--- config.mk ---
export PLATFORM = sky130hd
export DESIGN_NAME = wheel_speed_pi_controller
export DESIGN_NICKNAME = d
export VERILOG_FILES = /design/src/rtl/wspi_pkg.sv /design/src/rtl/wspi_cfg.sv /design/src/rtl/wspi_mac.sv /design/src/rtl/wheel_speed_pi_controller.sv
export SDC_FILE = /design/constraint.sdc
export NUM_CORES = 1
export LEC_CHECK = 0
export BUFFER_PORTS_ARGS = -buffer_cell sky130_fd_sc_hd__clkbuf_2
export CAP_MARGIN = 20
export CORE_ASPECT_RATIO = 1.5
export CORE_MARGIN = 2
export CORE_UTILIZATION = 40
export DETAILED_ROUTE_END_ITERATION = 12
export PLACE_DENSITY = 0.67
export SLEW_MARGIN = 20
export SYNTH_ARGS = -nofsm -noshare
export SYNTH_HDL_FRONTEND = slang
export SYNTH_SLANG_ARGS = --single-unit
--- constraint.sdc ---
create_clock -name clk -period 10 [get_ports clk]
set_clock_uncertainty 0.1 [all_clocks]
set_input_delay 1.5 -clock clk [delete_from_list [all_inputs] [get_ports clk]]
set_output_delay 1.5 -clock clk [all_outputs]
set_load 0.01 [all_outputs]
--- src/rtl/wspi_pkg.sv ---
// wheel speed pi controller: shared types and constants
`timescale 1ns / 1ps
`default_nettype none
package wspi_pkg;

	localparam int DATA_W  = 32;
	localparam int TICK_W  = 16;
	localparam int INTEG_W = 48;
	// multiplicand width: a 48 bit integral or a 33 bit error sum, signed
	localparam int MC_W    = 50;
	// product accumulator: 48x32 product plus two 32x32 products, with headroom
	localparam int ACC_W   = 82;
	localparam int STEP_W  = 6;
	localparam int ADDR_W  = 4;

	localparam logic [STEP_W-1:0] STEPS_TICK = STEP_W'(TICK_W);
	localparam logic [STEP_W-1:0] STEPS_GAIN = STEP_W'(DATA_W);

	localparam logic [DATA_W-1:0] TORQUE_MAX = {1'b0, {(DATA_W-1){1'b1}}};
	localparam logic [DATA_W-1:0] TORQUE_MIN = {1'b1, {(DATA_W-1){1'b0}}};

	typedef enum logic [1:0] {
		REG_SETPOINT = 2'd0,
		REG_KP       = 2'd1,
		REG_KI       = 2'd2,
		REG_KR       = 2'd3
	} reg_idx_t;

	typedef struct packed {
		logic signed [DATA_W-1:0] setpoint;
		logic signed [DATA_W-1:0] kp;
		logic signed [DATA_W-1:0] ki;
		logic signed [DATA_W-1:0] kr;
	} cfg_t;

	typedef struct packed {
		logic signed [MC_W-1:0] mcand;
		logic [DATA_W-1:0]      mplier;
		logic [STEP_W-1:0]      steps;
		logic                   mplier_signed;
		logic                   negate;
		logic                   clear;
	} mac_cmd_t;

endpackage
`default_nettype wire

--- src/rtl/wspi_cfg.sv ---
// wheel speed pi controller: apb register file for setpoint and gains
`timescale 1ns / 1ps
`default_nettype none
module wspi_cfg (
	input  wire logic                        clk,
	input  wire logic                        arst_n,
	input  wire logic                        psel,
	input  wire logic                        penable,
	input  wire logic                        pwrite,
	input  wire logic [wspi_pkg::ADDR_W-1:0] paddr,
	input  wire logic [wspi_pkg::DATA_W-1:0] pwdata,
	output logic      [wspi_pkg::DATA_W-1:0] prdata,
	output logic                             pready,
	output wspi_pkg::cfg_t                   cfg
);
	import wspi_pkg::*;

	cfg_t     cfg_q;
	reg_idx_t idx;
	logic     wr_en;

	assign pready = 1'b1;
	assign idx    = reg_idx_t'(paddr[ADDR_W-1:2]);
	assign wr_en  = psel && penable && pwrite && pready;
	assign cfg    = cfg_q;

	always_ff @(posedge clk or negedge arst_n) begin
		if (!arst_n) begin
			cfg_q <= '0;
		end else if (wr_en) begin
			case (idx)
				REG_SETPOINT: cfg_q.setpoint <= pwdata;
				REG_KP:       cfg_q.kp       <= pwdata;
				REG_KI:       cfg_q.ki       <= pwdata;
				REG_KR:       cfg_q.kr       <= pwdata;
				default:      cfg_q          <= cfg_q;
			endcase
		end
	end

	always_comb begin
		case (idx)
			REG_SETPOINT: prdata = cfg_q.setpoint;
			REG_KP:       prdata = cfg_q.kp;
			REG_KI:       prdata = cfg_q.ki;
			REG_KR:       prdata = cfg_q.kr;
			default:      prdata = '0;
		endcase
	end

endmodule
`default_nettype wire

--- src/rtl/wspi_mac.sv ---
// wheel speed pi controller: bit-serial shift-add multiply-accumulate unit
`timescale 1ns / 1ps
`default_nettype none
module wspi_mac (
	input  wire logic                               clk,
	input  wire logic                               arst_n,
	input  wire logic                               start,
	input  wire wspi_pkg::mac_cmd_t                 cmd,
	output logic                                    busy,
	output logic signed [wspi_pkg::ACC_W-1:0]       acc
);
	import wspi_pkg::*;

	logic [ACC_W-1:0]        a_q;
	logic [DATA_W-1:0]       b_q;
	logic [STEP_W-1:0]       cnt_q;
	logic                    busy_q;
	logic                    neg_q;
	logic                    sgn_q;
	logic signed [ACC_W-1:0] acc_q;

	logic                    last;
	logic                    sub;
	logic [ACC_W-1:0]        addend;
	logic [ACC_W-1:0]        sum;

	// top multiplier bit carries negative weight when the multiplier is signed
	assign last   = (cnt_q == STEP_W'(1));
	assign sub    = neg_q ^ (last & sgn_q);
	assign addend = sub ? ~a_q : a_q;
	assign sum    = acc_q + addend + ACC_W'(sub);
	assign busy   = busy_q;
	assign acc    = acc_q;

	always_ff @(posedge clk or negedge arst_n) begin
		if (!arst_n) begin
			busy_q <= 1'b0;
			cnt_q  <= '0;
		end else if (start) begin
			busy_q <= 1'b1;
			cnt_q  <= cmd.steps;
		end else if (busy_q) begin
			cnt_q <= cnt_q - STEP_W'(1);
			if (last) begin
				busy_q <= 1'b0;
			end
		end
	end

	always_ff @(posedge clk) begin
		if (start) begin
			a_q   <= {{(ACC_W-MC_W){cmd.mcand[MC_W-1]}}, cmd.mcand};
			b_q   <= cmd.mplier;
			neg_q <= cmd.negate;
			sgn_q <= cmd.mplier_signed;
			if (cmd.clear) begin
				acc_q <= '0;
			end
		end else if (busy_q) begin
			if (b_q[0]) begin
				acc_q <= sum;
			end
			a_q <= a_q << 1;
			b_q <= b_q >> 1;
		end
	end

endmodule
`default_nettype wire

--- src/rtl/wheel_speed_pi_controller.sv ---
// wheel speed pi controller: sequencer, controller state and stream ports
// per sample: error, tick product, integral update, then the kp, ki and kr gain products
// the input takes a new sample only in idle, as the single one-bit-per-cycle mac
// does every product; the output register frees the input side while a result waits
// to be taken
// reset: asynchronous, clears gains, setpoint, previous error and integral
`timescale 1ns / 1ps
`default_nettype none
module wheel_speed_pi_controller #(
	parameter int FRAC_BITS = 16
) (
	input  wire logic        clk,
	input  wire logic        arst_n,
	// apb configuration port
	input  wire logic        psel,
	input  wire logic        penable,
	input  wire logic        pwrite,
	input  wire logic [3:0]  paddr,
	input  wire logic [31:0] pwdata,
	output logic      [31:0] prdata,
	output logic             pready,
	// sample stream in
	input  wire logic        s_axis_tvalid,
	output logic             s_axis_tready,
	input  wire logic [79:0] s_axis_tdata,   // wheel_speed, body_rate, elapsed_ticks
	// torque stream out
	output logic             m_axis_tvalid,
	input  wire logic        m_axis_tready,
	output logic [31:0]      m_axis_tdata,   // torque_cmd
	output logic [0:0]       m_axis_tuser    // torque_clipped
);
	import wspi_pkg::*;

	// one-hot sequencer: error, trapezoid product, integral update, three gain products
	typedef enum logic [10:0] {
		ST_IDLE     = 11'b000_0000_0001,
		ST_ERR      = 11'b000_0000_0010,
		ST_TICK_GO  = 11'b000_0000_0100,
		ST_TICK_RUN = 11'b000_0000_1000,
		ST_INTEG    = 11'b000_0001_0000,
		ST_KP_RUN   = 11'b000_0010_0000,
		ST_KI_GO    = 11'b000_0100_0000,
		ST_KI_RUN   = 11'b000_1000_0000,
		ST_KR_GO    = 11'b001_0000_0000,
		ST_KR_RUN   = 11'b010_0000_0000,
		ST_EMIT     = 11'b100_0000_0000
	} state_t;

	state_t state_q;

	cfg_t cfg;

	// captured sample
	logic signed [DATA_W-1:0] speed_q;
	logic signed [DATA_W-1:0] rate_q;
	logic [TICK_W-1:0]        ticks_q;

	// controller state
	logic signed [DATA_W-1:0]  err_q;
	logic signed [DATA_W-1:0]  prev_err_q;
	logic signed [INTEG_W-1:0] integ_q;
	logic                      clip_q;

	// output register
	logic              out_valid_q;
	logic [DATA_W-1:0] torque_q;
	logic              clipped_q;

	// mac interface
	logic                    mac_start;
	mac_cmd_t                mac_cmd;
	logic                    mac_busy;
	logic signed [ACC_W-1:0] acc;

	logic in_hs;
	logic out_hs;
	logic emit_load;

	// speed error, saturated to 32 bits
	logic signed [DATA_W:0]   err_diff;
	logic signed [DATA_W-1:0] err_sat;

	// trapezoid increment and new integral
	logic signed [DATA_W:0]    err_pair;
	logic signed [MC_W-2:0]    inc;
	logic signed [MC_W-1:0]    integ_sum;
	logic                      integ_ovf;
	logic signed [INTEG_W-1:0] integ_new;

	// torque rounding and saturation
	logic signed [ACC_W-1:0]    acc_shr;
	logic [ACC_W-DATA_W:0]      acc_hi;
	logic                       torque_ovf;
	logic [DATA_W-1:0]          torque_new;

	wspi_cfg u_cfg (
		.clk     (clk),
		.arst_n  (arst_n),
		.psel    (psel),
		.penable (penable),
		.pwrite  (pwrite),
		.paddr   (paddr),
		.pwdata  (pwdata),
		.prdata  (prdata),
		.pready  (pready),
		.cfg     (cfg)
	);

	wspi_mac u_mac (
		.clk    (clk),
		.arst_n (arst_n),
		.start  (mac_start),
		.cmd    (mac_cmd),
		.busy   (mac_busy),
		.acc    (acc)
	);

	assign s_axis_tready = (state_q == ST_IDLE);
	assign in_hs         = s_axis_tvalid && s_axis_tready;
	assign out_hs        = m_axis_tvalid && m_axis_tready;
	assign emit_load     = (state_q == ST_EMIT) && (!out_valid_q || m_axis_tready);

	assign m_axis_tvalid   = out_valid_q;
	assign m_axis_tdata    = torque_q;
	assign m_axis_tuser[0] = clipped_q;

	// error = wheel speed - setpoint, clamped to the 32 bit range
	assign err_diff = {speed_q[DATA_W-1], speed_q} - {cfg.setpoint[DATA_W-1], cfg.setpoint};
	assign err_sat  = (err_diff[DATA_W] != err_diff[DATA_W-1]) ?
		(err_diff[DATA_W] ? TORQUE_MIN : TORQUE_MAX) : err_diff[DATA_W-1:0];

	assign err_pair = {err_q[DATA_W-1], err_q} + {prev_err_q[DATA_W-1], prev_err_q};

	// halve the trapezoid product rounding toward minus infinity
	assign inc       = acc[MC_W-1:1];
	assign integ_sum = {{(MC_W-INTEG_W){integ_q[INTEG_W-1]}}, integ_q} + {inc[MC_W-2], inc};
	assign integ_ovf = !((&integ_sum[MC_W-1:INTEG_W-1]) || !(|integ_sum[MC_W-1:INTEG_W-1]));
	assign integ_new = integ_ovf ?
		(integ_sum[MC_W-1] ? {1'b1, {(INTEG_W-1){1'b0}}} : {1'b0, {(INTEG_W-1){1'b1}}}) :
		integ_sum[INTEG_W-1:0];

	// drop the fraction bits, floor, then clamp to 32 bits
	assign acc_shr    = acc >>> FRAC_BITS;
	assign acc_hi     = acc_shr[ACC_W-1:DATA_W-1];
	assign torque_ovf = !((&acc_hi) || !(|acc_hi));
	assign torque_new = torque_ovf ? (acc[ACC_W-1] ? TORQUE_MIN : TORQUE_MAX) :
		acc_shr[DATA_W-1:0];

	// mac launch per sequencer step
	always_comb begin
		mac_start             = 1'b0;
		mac_cmd.mcand         = {{(MC_W-DATA_W-1){err_pair[DATA_W]}}, err_pair};
		mac_cmd.mplier        = {{(DATA_W-TICK_W){1'b0}}, ticks_q};
		mac_cmd.steps         = STEPS_TICK;
		mac_cmd.mplier_signed = 1'b0;
		mac_cmd.negate        = 1'b0;
		mac_cmd.clear         = 1'b1;
		case (state_q)
			ST_TICK_GO: begin
				mac_start = 1'b1;
			end
			ST_INTEG: begin
				// minus kp times error, starts the torque sum
				mac_start             = 1'b1;
				mac_cmd.mcand         = {{(MC_W-DATA_W){err_q[DATA_W-1]}}, err_q};
				mac_cmd.mplier        = cfg.kp;
				mac_cmd.steps         = STEPS_GAIN;
				mac_cmd.mplier_signed = 1'b1;
				mac_cmd.negate        = 1'b1;
			end
			ST_KI_GO: begin
				mac_start             = 1'b1;
				mac_cmd.mcand         = {{(MC_W-INTEG_W){integ_q[INTEG_W-1]}}, integ_q};
				mac_cmd.mplier        = cfg.ki;
				mac_cmd.steps         = STEPS_GAIN;
				mac_cmd.mplier_signed = 1'b1;
				mac_cmd.negate        = 1'b1;
				mac_cmd.clear         = 1'b0;
			end
			ST_KR_GO: begin
				// rate feedforward adds in
				mac_start             = 1'b1;
				mac_cmd.mcand         = {{(MC_W-DATA_W){rate_q[DATA_W-1]}}, rate_q};
				mac_cmd.mplier        = cfg.kr;
				mac_cmd.steps         = STEPS_GAIN;
				mac_cmd.mplier_signed = 1'b1;
				mac_cmd.clear         = 1'b0;
			end
			default: begin
				mac_start = 1'b0;
			end
		endcase
	end

	// sequencer and controller state
	always_ff @(posedge clk or negedge arst_n) begin
		if (!arst_n) begin
			state_q    <= ST_IDLE;
			prev_err_q <= '0;
			integ_q    <= '0;
			clip_q     <= 1'b0;
		end else begin
			case (state_q)
				ST_IDLE: begin
					if (in_hs) begin
						state_q <= ST_ERR;
					end
				end
				ST_ERR: begin
					clip_q  <= 1'b0;
					state_q <= ST_TICK_GO;
				end
				ST_TICK_GO: begin
					state_q <= ST_TICK_RUN;
				end
				ST_TICK_RUN: begin
					if (!mac_busy) begin
						state_q <= ST_INTEG;
					end
				end
				ST_INTEG: begin
					integ_q    <= integ_new;
					prev_err_q <= err_q;
					clip_q     <= integ_ovf;
					state_q    <= ST_KP_RUN;
				end
				ST_KP_RUN: begin
					if (!mac_busy) begin
						state_q <= ST_KI_GO;
					end
				end
				ST_KI_GO: begin
					state_q <= ST_KI_RUN;
				end
				ST_KI_RUN: begin
					if (!mac_busy) begin
						state_q <= ST_KR_GO;
					end
				end
				ST_KR_GO: begin
					state_q <= ST_KR_RUN;
				end
				ST_KR_RUN: begin
					if (!mac_busy) begin
						state_q <= ST_EMIT;
					end
				end
				ST_EMIT: begin
					if (emit_load) begin
						state_q <= ST_IDLE;
					end
				end
				default: begin
					state_q <= ST_IDLE;
				end
			endcase
		end
	end

	// sample capture and error register
	always_ff @(posedge clk) begin
		if (in_hs) begin
			speed_q <= s_axis_tdata[31:0];
			rate_q  <= s_axis_tdata[63:32];
			ticks_q <= s_axis_tdata[79:64];
		end
		if (state_q == ST_ERR) begin
			err_q <= err_sat;
		end
	end

	// output register, holds a result until the sink takes it
	always_ff @(posedge clk or negedge arst_n) begin
		if (!arst_n) begin
			out_valid_q <= 1'b0;
		end else begin
			if (out_hs) begin
				out_valid_q <= 1'b0;
			end
			if (emit_load) begin
				out_valid_q <= 1'b1;
			end
		end
	end

	always_ff @(posedge clk) begin
		if (emit_load) begin
			torque_q  <= torque_new;
			clipped_q <= clip_q || torque_ovf;
		end
	end

	// the sample port only opens with the mac at rest
	a_ready_mac_idle: assert property (@(posedge clk) disable iff (!arst_n)
		s_axis_tready |-> !mac_busy)
		else $error("input accepted while mac busy");

	// a new mac operation never overlaps a running one
	a_start_when_idle: assert property (@(posedge clk) disable iff (!arst_n)
		mac_start |-> !mac_busy)
		else $error("mac started while busy");

	// an accepted sample moves straight into the error step
	a_accept_to_err: assert property (@(posedge clk) disable iff (!arst_n)
		in_hs |=> (state_q == ST_ERR))
		else $error("sequencer did not start on accepted sample");

	// a result is loaded only after the last gain product has finished
	a_emit_after_mac: assert property (@(posedge clk) disable iff (!arst_n)
		emit_load |-> !mac_busy)
		else $error("result loaded with mac still running");

endmodule
`default_nettype wire

After elaboration in Yosys (flattened, before gate mapping)

Cells that the tools add are included.

Register bits: 571
Bits in latches: 0
RAM bits: 0
Bits in read-only memories: 0
Input bits: 123
Output and inout port bits: 68
Logic and storage cells: 120
Memories kept: 0

Add/subtract/negate cells: 6
Multiply operators: 0
Div/mod/pow operators: 0
Order comparisons: 0
Eq/ne operators: 23
Shift-type cells: 0
Mux-type cells: 34
Bitwise operators: 3
Reductions and logical operators: 32

Operator list:

| cell                 | number |
|---|---|
| $mux 82              | 7 |
| $pmux 89 s3          | 1 |
| $mux 32              | 6 |
| $pmux 32 s4          | 1 |
| $pmux 11 s11         | 1 |
| $mux 48              | 2 |
| $add 82x1->82        | 1 |
| $add 82x82->82       | 1 |
| $not 82->82          | 1 |
| $mux 11              | 6 |
| $add 48x49->50       | 1 |
| $reduce_and 35->1    | 1 |
| $reduce_or 35->1     | 1 |
| $add 32x32->33       | 1 |
| $sub 32x32->33       | 1 |
| $mux 6               | 2 |
| $ne 2x2->1 const B   | 6 |
| $eq 11x1->1 const B  | 1 |
| $eq 11x10->1 const B | 1 |
| $eq 11x11->1 const B | 1 |
| $eq 11x2->1 const B  | 1 |
| $eq 11x3->1 const B  | 1 |
| $eq 11x4->1 const B  | 1 |
| $eq 11x5->1 const B  | 1 |
| other kinds (25)     | 51 |

Depth between registers and ports, before layout

Depth in word-level cells: 9
Gate-level depth with buffers: 19
Gate-level depth less buffers: 18

Cells and area by module

A second synthesis with hierarchy kept.

Cell total of the unflattened synthesis: 3475
Area total of the unflattened synthesis: 35992.0 µm²

By module, submodules not included:

| module                    | times used | cells each | area an instance (µm²) | sequential area each (µm²) |
|---|---|---|---|---|
| wheel_speed_pi_controller | 1          | 1787       | 16363.2                | 6682.7 |
| wspi_mac                  | 1          | 1369       | 13969.6                | 6120.9 |
| wspi_cfg                  | 1          | 319        | 5659.2                 | 3203.1 |

Worst setup path before layout

No wires, ideal clock.

Path type: reg2reg
Start point: register state_q[7]
End point: register u_mac.acc_q[0] (netlist: u_mac.acc[0]), enable pin
Library setup time: 623 ps
Arrival time: 7849 ps
Data required time: 9277 ps
Path slack: 1428 ps
Stages on the path, launching flop included: 12
Path buffers: 2
Period minus slack after synthesis: 8572 ps
Cell sequence: dfrtp_1 -> nor4_1 -> nand2b_1 -> nor3_1 -> nor3b_1 -> and3b_1 -> clkbuf_1 -> nor2_1 -> inv_2 -> clkbuf_1 -> a21oi_1 -> nor3_1

Cells in the longest elaborated chain, start to end: 5
Elaborated cells between the ends (all ways): 11
Those cells by class: eq/ne (5); mux (1); reduce/logical (5)

Ends and longest elaborated chain:

| element                                                                 | line                             | text |
|---|---|---|
| start, declared                                                         | wheel_speed_pi_controller.sv:49  | `state_t state_q;` |
| start signal, assigned                                                  | wheel_speed_pi_controller.sv:198 | `state_q <= ST_IDLE;` |
| start signal, assigned                                                  | wheel_speed_pi_controller.sv:206 | `state_q <= ST_ERR;` |
| start signal, assigned                                                  | wheel_speed_pi_controller.sv:211 | `state_q <= ST_TICK_GO;` |
| $eq 11x9->1, or another cell as far along                               | wheel_speed_pi_controller.sv:158 | `case (state_q)` |
| $reduce_or 4->1 (no source line)                                        | -                                |  |
| $mux 1                                                                  | wheel_speed_pi_controller.sv:158 |  |
| $ne 2x2->1 (no source line) / $reduce_bool 2->1 (equally long branches) | -                                |  |
| $reduce_and 3->1 (no source line) (*)                                   | -                                |  |
| end signal, assigned                                                    | wspi_mac.sv:61                   | `acc_q <= sum;` |
| end, declared                                                           | wspi_mac.sv:20                   | `logic signed [ACC_W-1:0] acc_q;` |

Mark *: on every way between the ends. The rest lies on a longest branch, timed or not.
A chain may end at the register's enable or synchronous reset.

Final worst setup path

Start point: register u_mac.cnt_q[2]
End point: register u_mac.acc_q[80] (netlist: u_mac.acc[80]), data pin

Cells in the longest elaborated chain, start to end: 9

Ends and longest elaborated chain:

| element                | line           | text |
|---|---|---|
| start, declared        | wspi_mac.sv:16 | `logic [STEP_W-1:0] cnt_q;` |
| start signal, assigned | wspi_mac.sv:41 | `cnt_q <= cmd.steps;` |
| start signal, assigned | wspi_mac.sv:43 | `cnt_q <= cnt_q - STEP_W'(1);` |
| $eq 6x1->1 (*)         | wspi_mac.sv:28 | `assign last = (cnt_q == STEP_W'(1));` |
| $and 1x1->1 (*)        | wspi_mac.sv:29 | `assign sub = neg_q ^ (last & sgn_q);` |
| $xor 1x1->1 (*)        | wspi_mac.sv:29 |  |
| $mux 82                | wspi_mac.sv:30 | `assign addend = sub ? ~a_q : a_q;` |
| $add 82x82->82         | wspi_mac.sv:31 | `assign sum = acc_q + addend + ACC_W'(sub);` |
| $add 82x1->82 (*)      | wspi_mac.sv:31 |  |
| $mux 82 (*)            | wspi_mac.sv:60 | `if (b_q[0]) begin` |
| $mux 82 (*)            | wspi_mac.sv:59 | `end else if (busy_q) begin` |
| $mux 82 (*)            | wspi_mac.sv:51 | `if (start) begin` |

Mark *: on every way between the ends. The rest lies on a longest branch, timed or not. The select of a mux whose other input is x is not followed.

==> results.txt <==
Critical-path cell list = or3_4 -> nor2_1 -> xnor2_2 -> buf_4 -> buf_4 -> xnor2_1 -> ha_1 -> nand4_1 -> or3_1 -> or4_1 -> a2111o_1 -> a21o_1 -> a2111oi_4 -> o31a_1 -> o31ai_1 -> a21oi_1 -> nor3b_2
Worst setup EP type = flip-flop
Run status = finished clean
Crit path launch type = flip-flop
Share of cells above drive strength 1 = 0.136
Final hold vios = 0
Clock slew at reported path FFs = 0.06 ns
H-tree depth = 2
Row count = 134
Max stage delay on crit path = 0.79 ns
Cell Int Power = 8.60 mW
Net switching power = 7.25 mW
GR Util met3 = 0.0331
Min-delay worst type = reg -> reg
Crit path required time = 10.26 ns
Clk buf depth = 3
RePlAce Congestion = 0.944
Yosys warnings = 0
Cell count after synthesis = 3,576
Number of flops mapped to enable cells by yosys = 343
Syn_nets = 3,902
Register area share after synthesis = 0.448
Setup TNS = 0 ns
I/O pins = 191
Full die area = 91,800 µm²
PD cells = 400 nW/µm²
Initial antenna violation count = 8
Final Power = 15.9 mW
Seq pwr share = 0.296
Pin count of the biggest net entering global routing = 98
Clock latency at the later pin of the worst-skew pair = 0.67 ns
Rel. slew slack = 0.265
PostCTS Resize Cnt = 0
P_leak = 16.6 nW
Peak Freq = 0.160 GHz
DRC = 0
Vias = 28.7k
Clk pwr share = 0.142
Commonest cells after routing, fill and taps aside = nand2_1 (390), edfxtp_1 (343), a21oi_1 (288)
Root buf cell = clkbuf_16
Post-synth cell types = 97
Area Overhead vs Synth = 11.0%
WP data arrival = 6.52 ns
Slew @ Worst Pin = 1.10 ns
GRT Max-Usage Layer = met2
Port buffer count = 187
Core area = 88,700 µm²
Ys async rst share = 0.399
Sw frac = 0.457
Initial Utilization = 0.403
CTS sink cnt = 571
Syn Area/Cell = 9.99 µm²
TritonRoute pass-1 iters = 7
Setup bufs post-CTS = 0
#FFs+latches synth = 571
Number of global-route vias before repair = 28.7k
Mapped cell area = 35,700 µm²
Hold Buf Count CTS = 0
CTS tree = yes
Global-route track usage on met1 = 0.261
Drt via density = 5.91
Crit path time final = 6.26 ns
WS Path Type = reg -> reg
First-pass GRT wire length = 165,000 µm
Final WL = 107,000 µm
Grt total ovfl = 0
Average wire per standard cell = 22.0 µm
Dominant synthesized flop cell = edfxtp_1
Tcrit/Tclk final = 0.626
VDD IR max = 0.000171 V
Die Wd = 248 µm
Die height = 370 µm
Max-slew violations = 0
Initial drt markers = 2,442
CP max FO = 58
Logic pwr share = 0.562
Most common cell after layout, fill and taps aside = nand2_1
Met2 GRT Util = 0.421
Buf/Inv on CP = 2
RSZ-0062 raised after global routing = false
Most frequent CP cell = buf_4
Final Setup Violations = 0
Nets = 3,983
Global-route usage over all layers = 0.232
Total CTS buffers = 59
Max-Cap Viols = 0
Hpwl dp = 77,600 µm
Slowest-stage cell, CP = buf_4
Post-DRT Antenna Nets = 0
CP top delay family = simple AND/OR/NAND/NOR gates
## cell type report
cell class	instances	area (µm²)
Clock buffer	78	1610
Inverter	108	408
Timing Repair Buffer	223	1220
Tap cell	1156	1450
Antenna cell	3	7.51
Clock inverter	33	330
Fill cell	8457	49000
Multi-Input combinational cell	2694	18600
Sequential cell	571	16000
## synth_stat cells, types with 12 or more instances
cell | number | area [µm²]
a222oi_1 | 44 | 440
a21oi_1 | 289 | 1450
edfxtp_1 | 343 | 10300
dfrtp_1 | 227 | 5680
a221oi_1 | 20 | 175
a31oi_1 | 35 | 219
nand2b_1 | 24 | 150
mux2_2 | 98 | 1100
a211oi_1 | 59 | 443
o21ai_0 | 174 | 871
and3_1 | 19 | 119
o211ai_1 | 27 | 203
nand4_1 | 64 | 400
nor3_1 | 85 | 425
o21ai_1 | 40 | 200
xor2_1 | 69 | 604
buf_1 | 17 | 63.8
mux4_2 | 32 | 721
nor4_1 | 20 | 125
a22oi_1 | 20 | 150
buf_2 | 23 | 115
nand3b_1 | 12 | 90.1
or3_1 | 17 | 106
and2_1 | 14 | 87.6
xnor2_1 | 180 | 1580
ha_1 | 199 | 2490
nor2_1 | 245 | 920
nor2b_1 | 17 | 106
nand3_1 | 81 | 405
inv_1 | 107 | 402
o21bai_1 | 37 | 278
a21o_1 | 154 | 1160
o21a_1 | 35 | 263
nand2_1 | 390 | 1460
clkbuf_1 | 158 | 593
a21boi_0 | 16 | 120
## worst reg2reg max path, stage by stage (launching register included)
cell and delay [ns]:
dfrtp_1 0.41, or3_4 0.43, nor2_1 0.20, xnor2_2 0.13
buf_4 0.42, buf_4 0.79, xnor2_1 0.22, ha_1 0.46
nand4_1 0.18, or3_1 0.43, or4_1 0.41, a2111o_1 0.46
a21o_1 0.28, a2111oi_4 0.43, o31a_1 0.24, o31ai_1 0.12
a21oi_1 0.19, nor3b_2 0.06
## final timing paths
kind | start | to | slack, ns | cells past startpoint
max | u_mac.cnt_q[2] | u_mac.acc[80] | 3.74 | 17
min | prev_err_q[10] | prev_err_q[10] | 0.39 | 2
max reg2reg | u_mac.cnt_q[2] | u_mac.acc[80] | 3.74 | 17
min reg2reg | prev_err_q[10] | prev_err_q[10] | 0.39 | 2
max in group asynchronous | arst_n | u_cfg.cfg[31] | 7.46 | 2
min in group asynchronous | arst_n | u_cfg.cfg[101] | 0.82 | 1
## sequential cells by signal (all words and copies together) (netlist names), 11 cells and up
| signal | cells |
|---|---|
| u_mac.b_q | 32 |
| u_cfg.cfg | 128 |
| m_axis_tdata | 32 |
| prev_err_q | 32 |
| rate_q | 32 |
| u_mac.a_q | 82 |
| integ_q | 48 |
| speed_q | 32 |
| err_q | 32 |
| u_mac.acc | 82 |
| ticks_q | 16 |
| state_q | 11 |
## layer usage
layer / up-vias / part of all wire
li1: 13500 / -
met1: 13981 / 0.37
met2: 986 / 0.51
met3: 258 / 0.055
met4: 10 / 0.058
met5: - / 0.00072
## through the flow
| step | utilization | hold WS [ns] | instances | instance area [µm²] | setup slack (ns) |
|---|---|---|---|---|---|
| after floorplan | - | 0.350 | 3576 | 35700 | 1.43 |
| after detailed placement | 0.425 | 0.370 | 4752 | 37700 | 3.75 |
| after global routing | 0.447 | 0.396 | 4865 | 39700 | 3.40 |
| after global placement | 0.425 | 0.362 | 4752 | 37700 | 3.76 |
| after CTS | 0.447 | 0.386 | 4863 | 39600 | 3.64 |
| final | 0.447 | 0.386 | 4866 | 39700 | 3.74 |
## logic make-up (layout without fill, tap and decap cells)
logic type               Yosys count  after routing  share of synthesized area
buffers and inverters            311            442                     0.0342
flip-flops                       571            571                      0.448
AO/OA/AOI/OAI                   1058           1058                      0.195
adder cells (fa/ha/maj)          211            211                     0.0742
multiplexers                     134            134                     0.0522
other                              1              4                   0.000105
AND/OR/NAND/NOR                 1040           1040                      0.135
XOR/XNOR                         250            250                     0.0615
## power by group through the flow
stage               registers, mW  logic, mW  clock network (mW)
CTS                          4.68       8.85                2.30
detailed placement           4.72       8.79                   0
finish                       4.69       8.91                2.25
floorplan                    4.37       6.88                   0
global route                 4.76       9.96                2.38
global placement             4.70       8.70                   0
No activity file was read; power rests on OpenSTA's default activity.
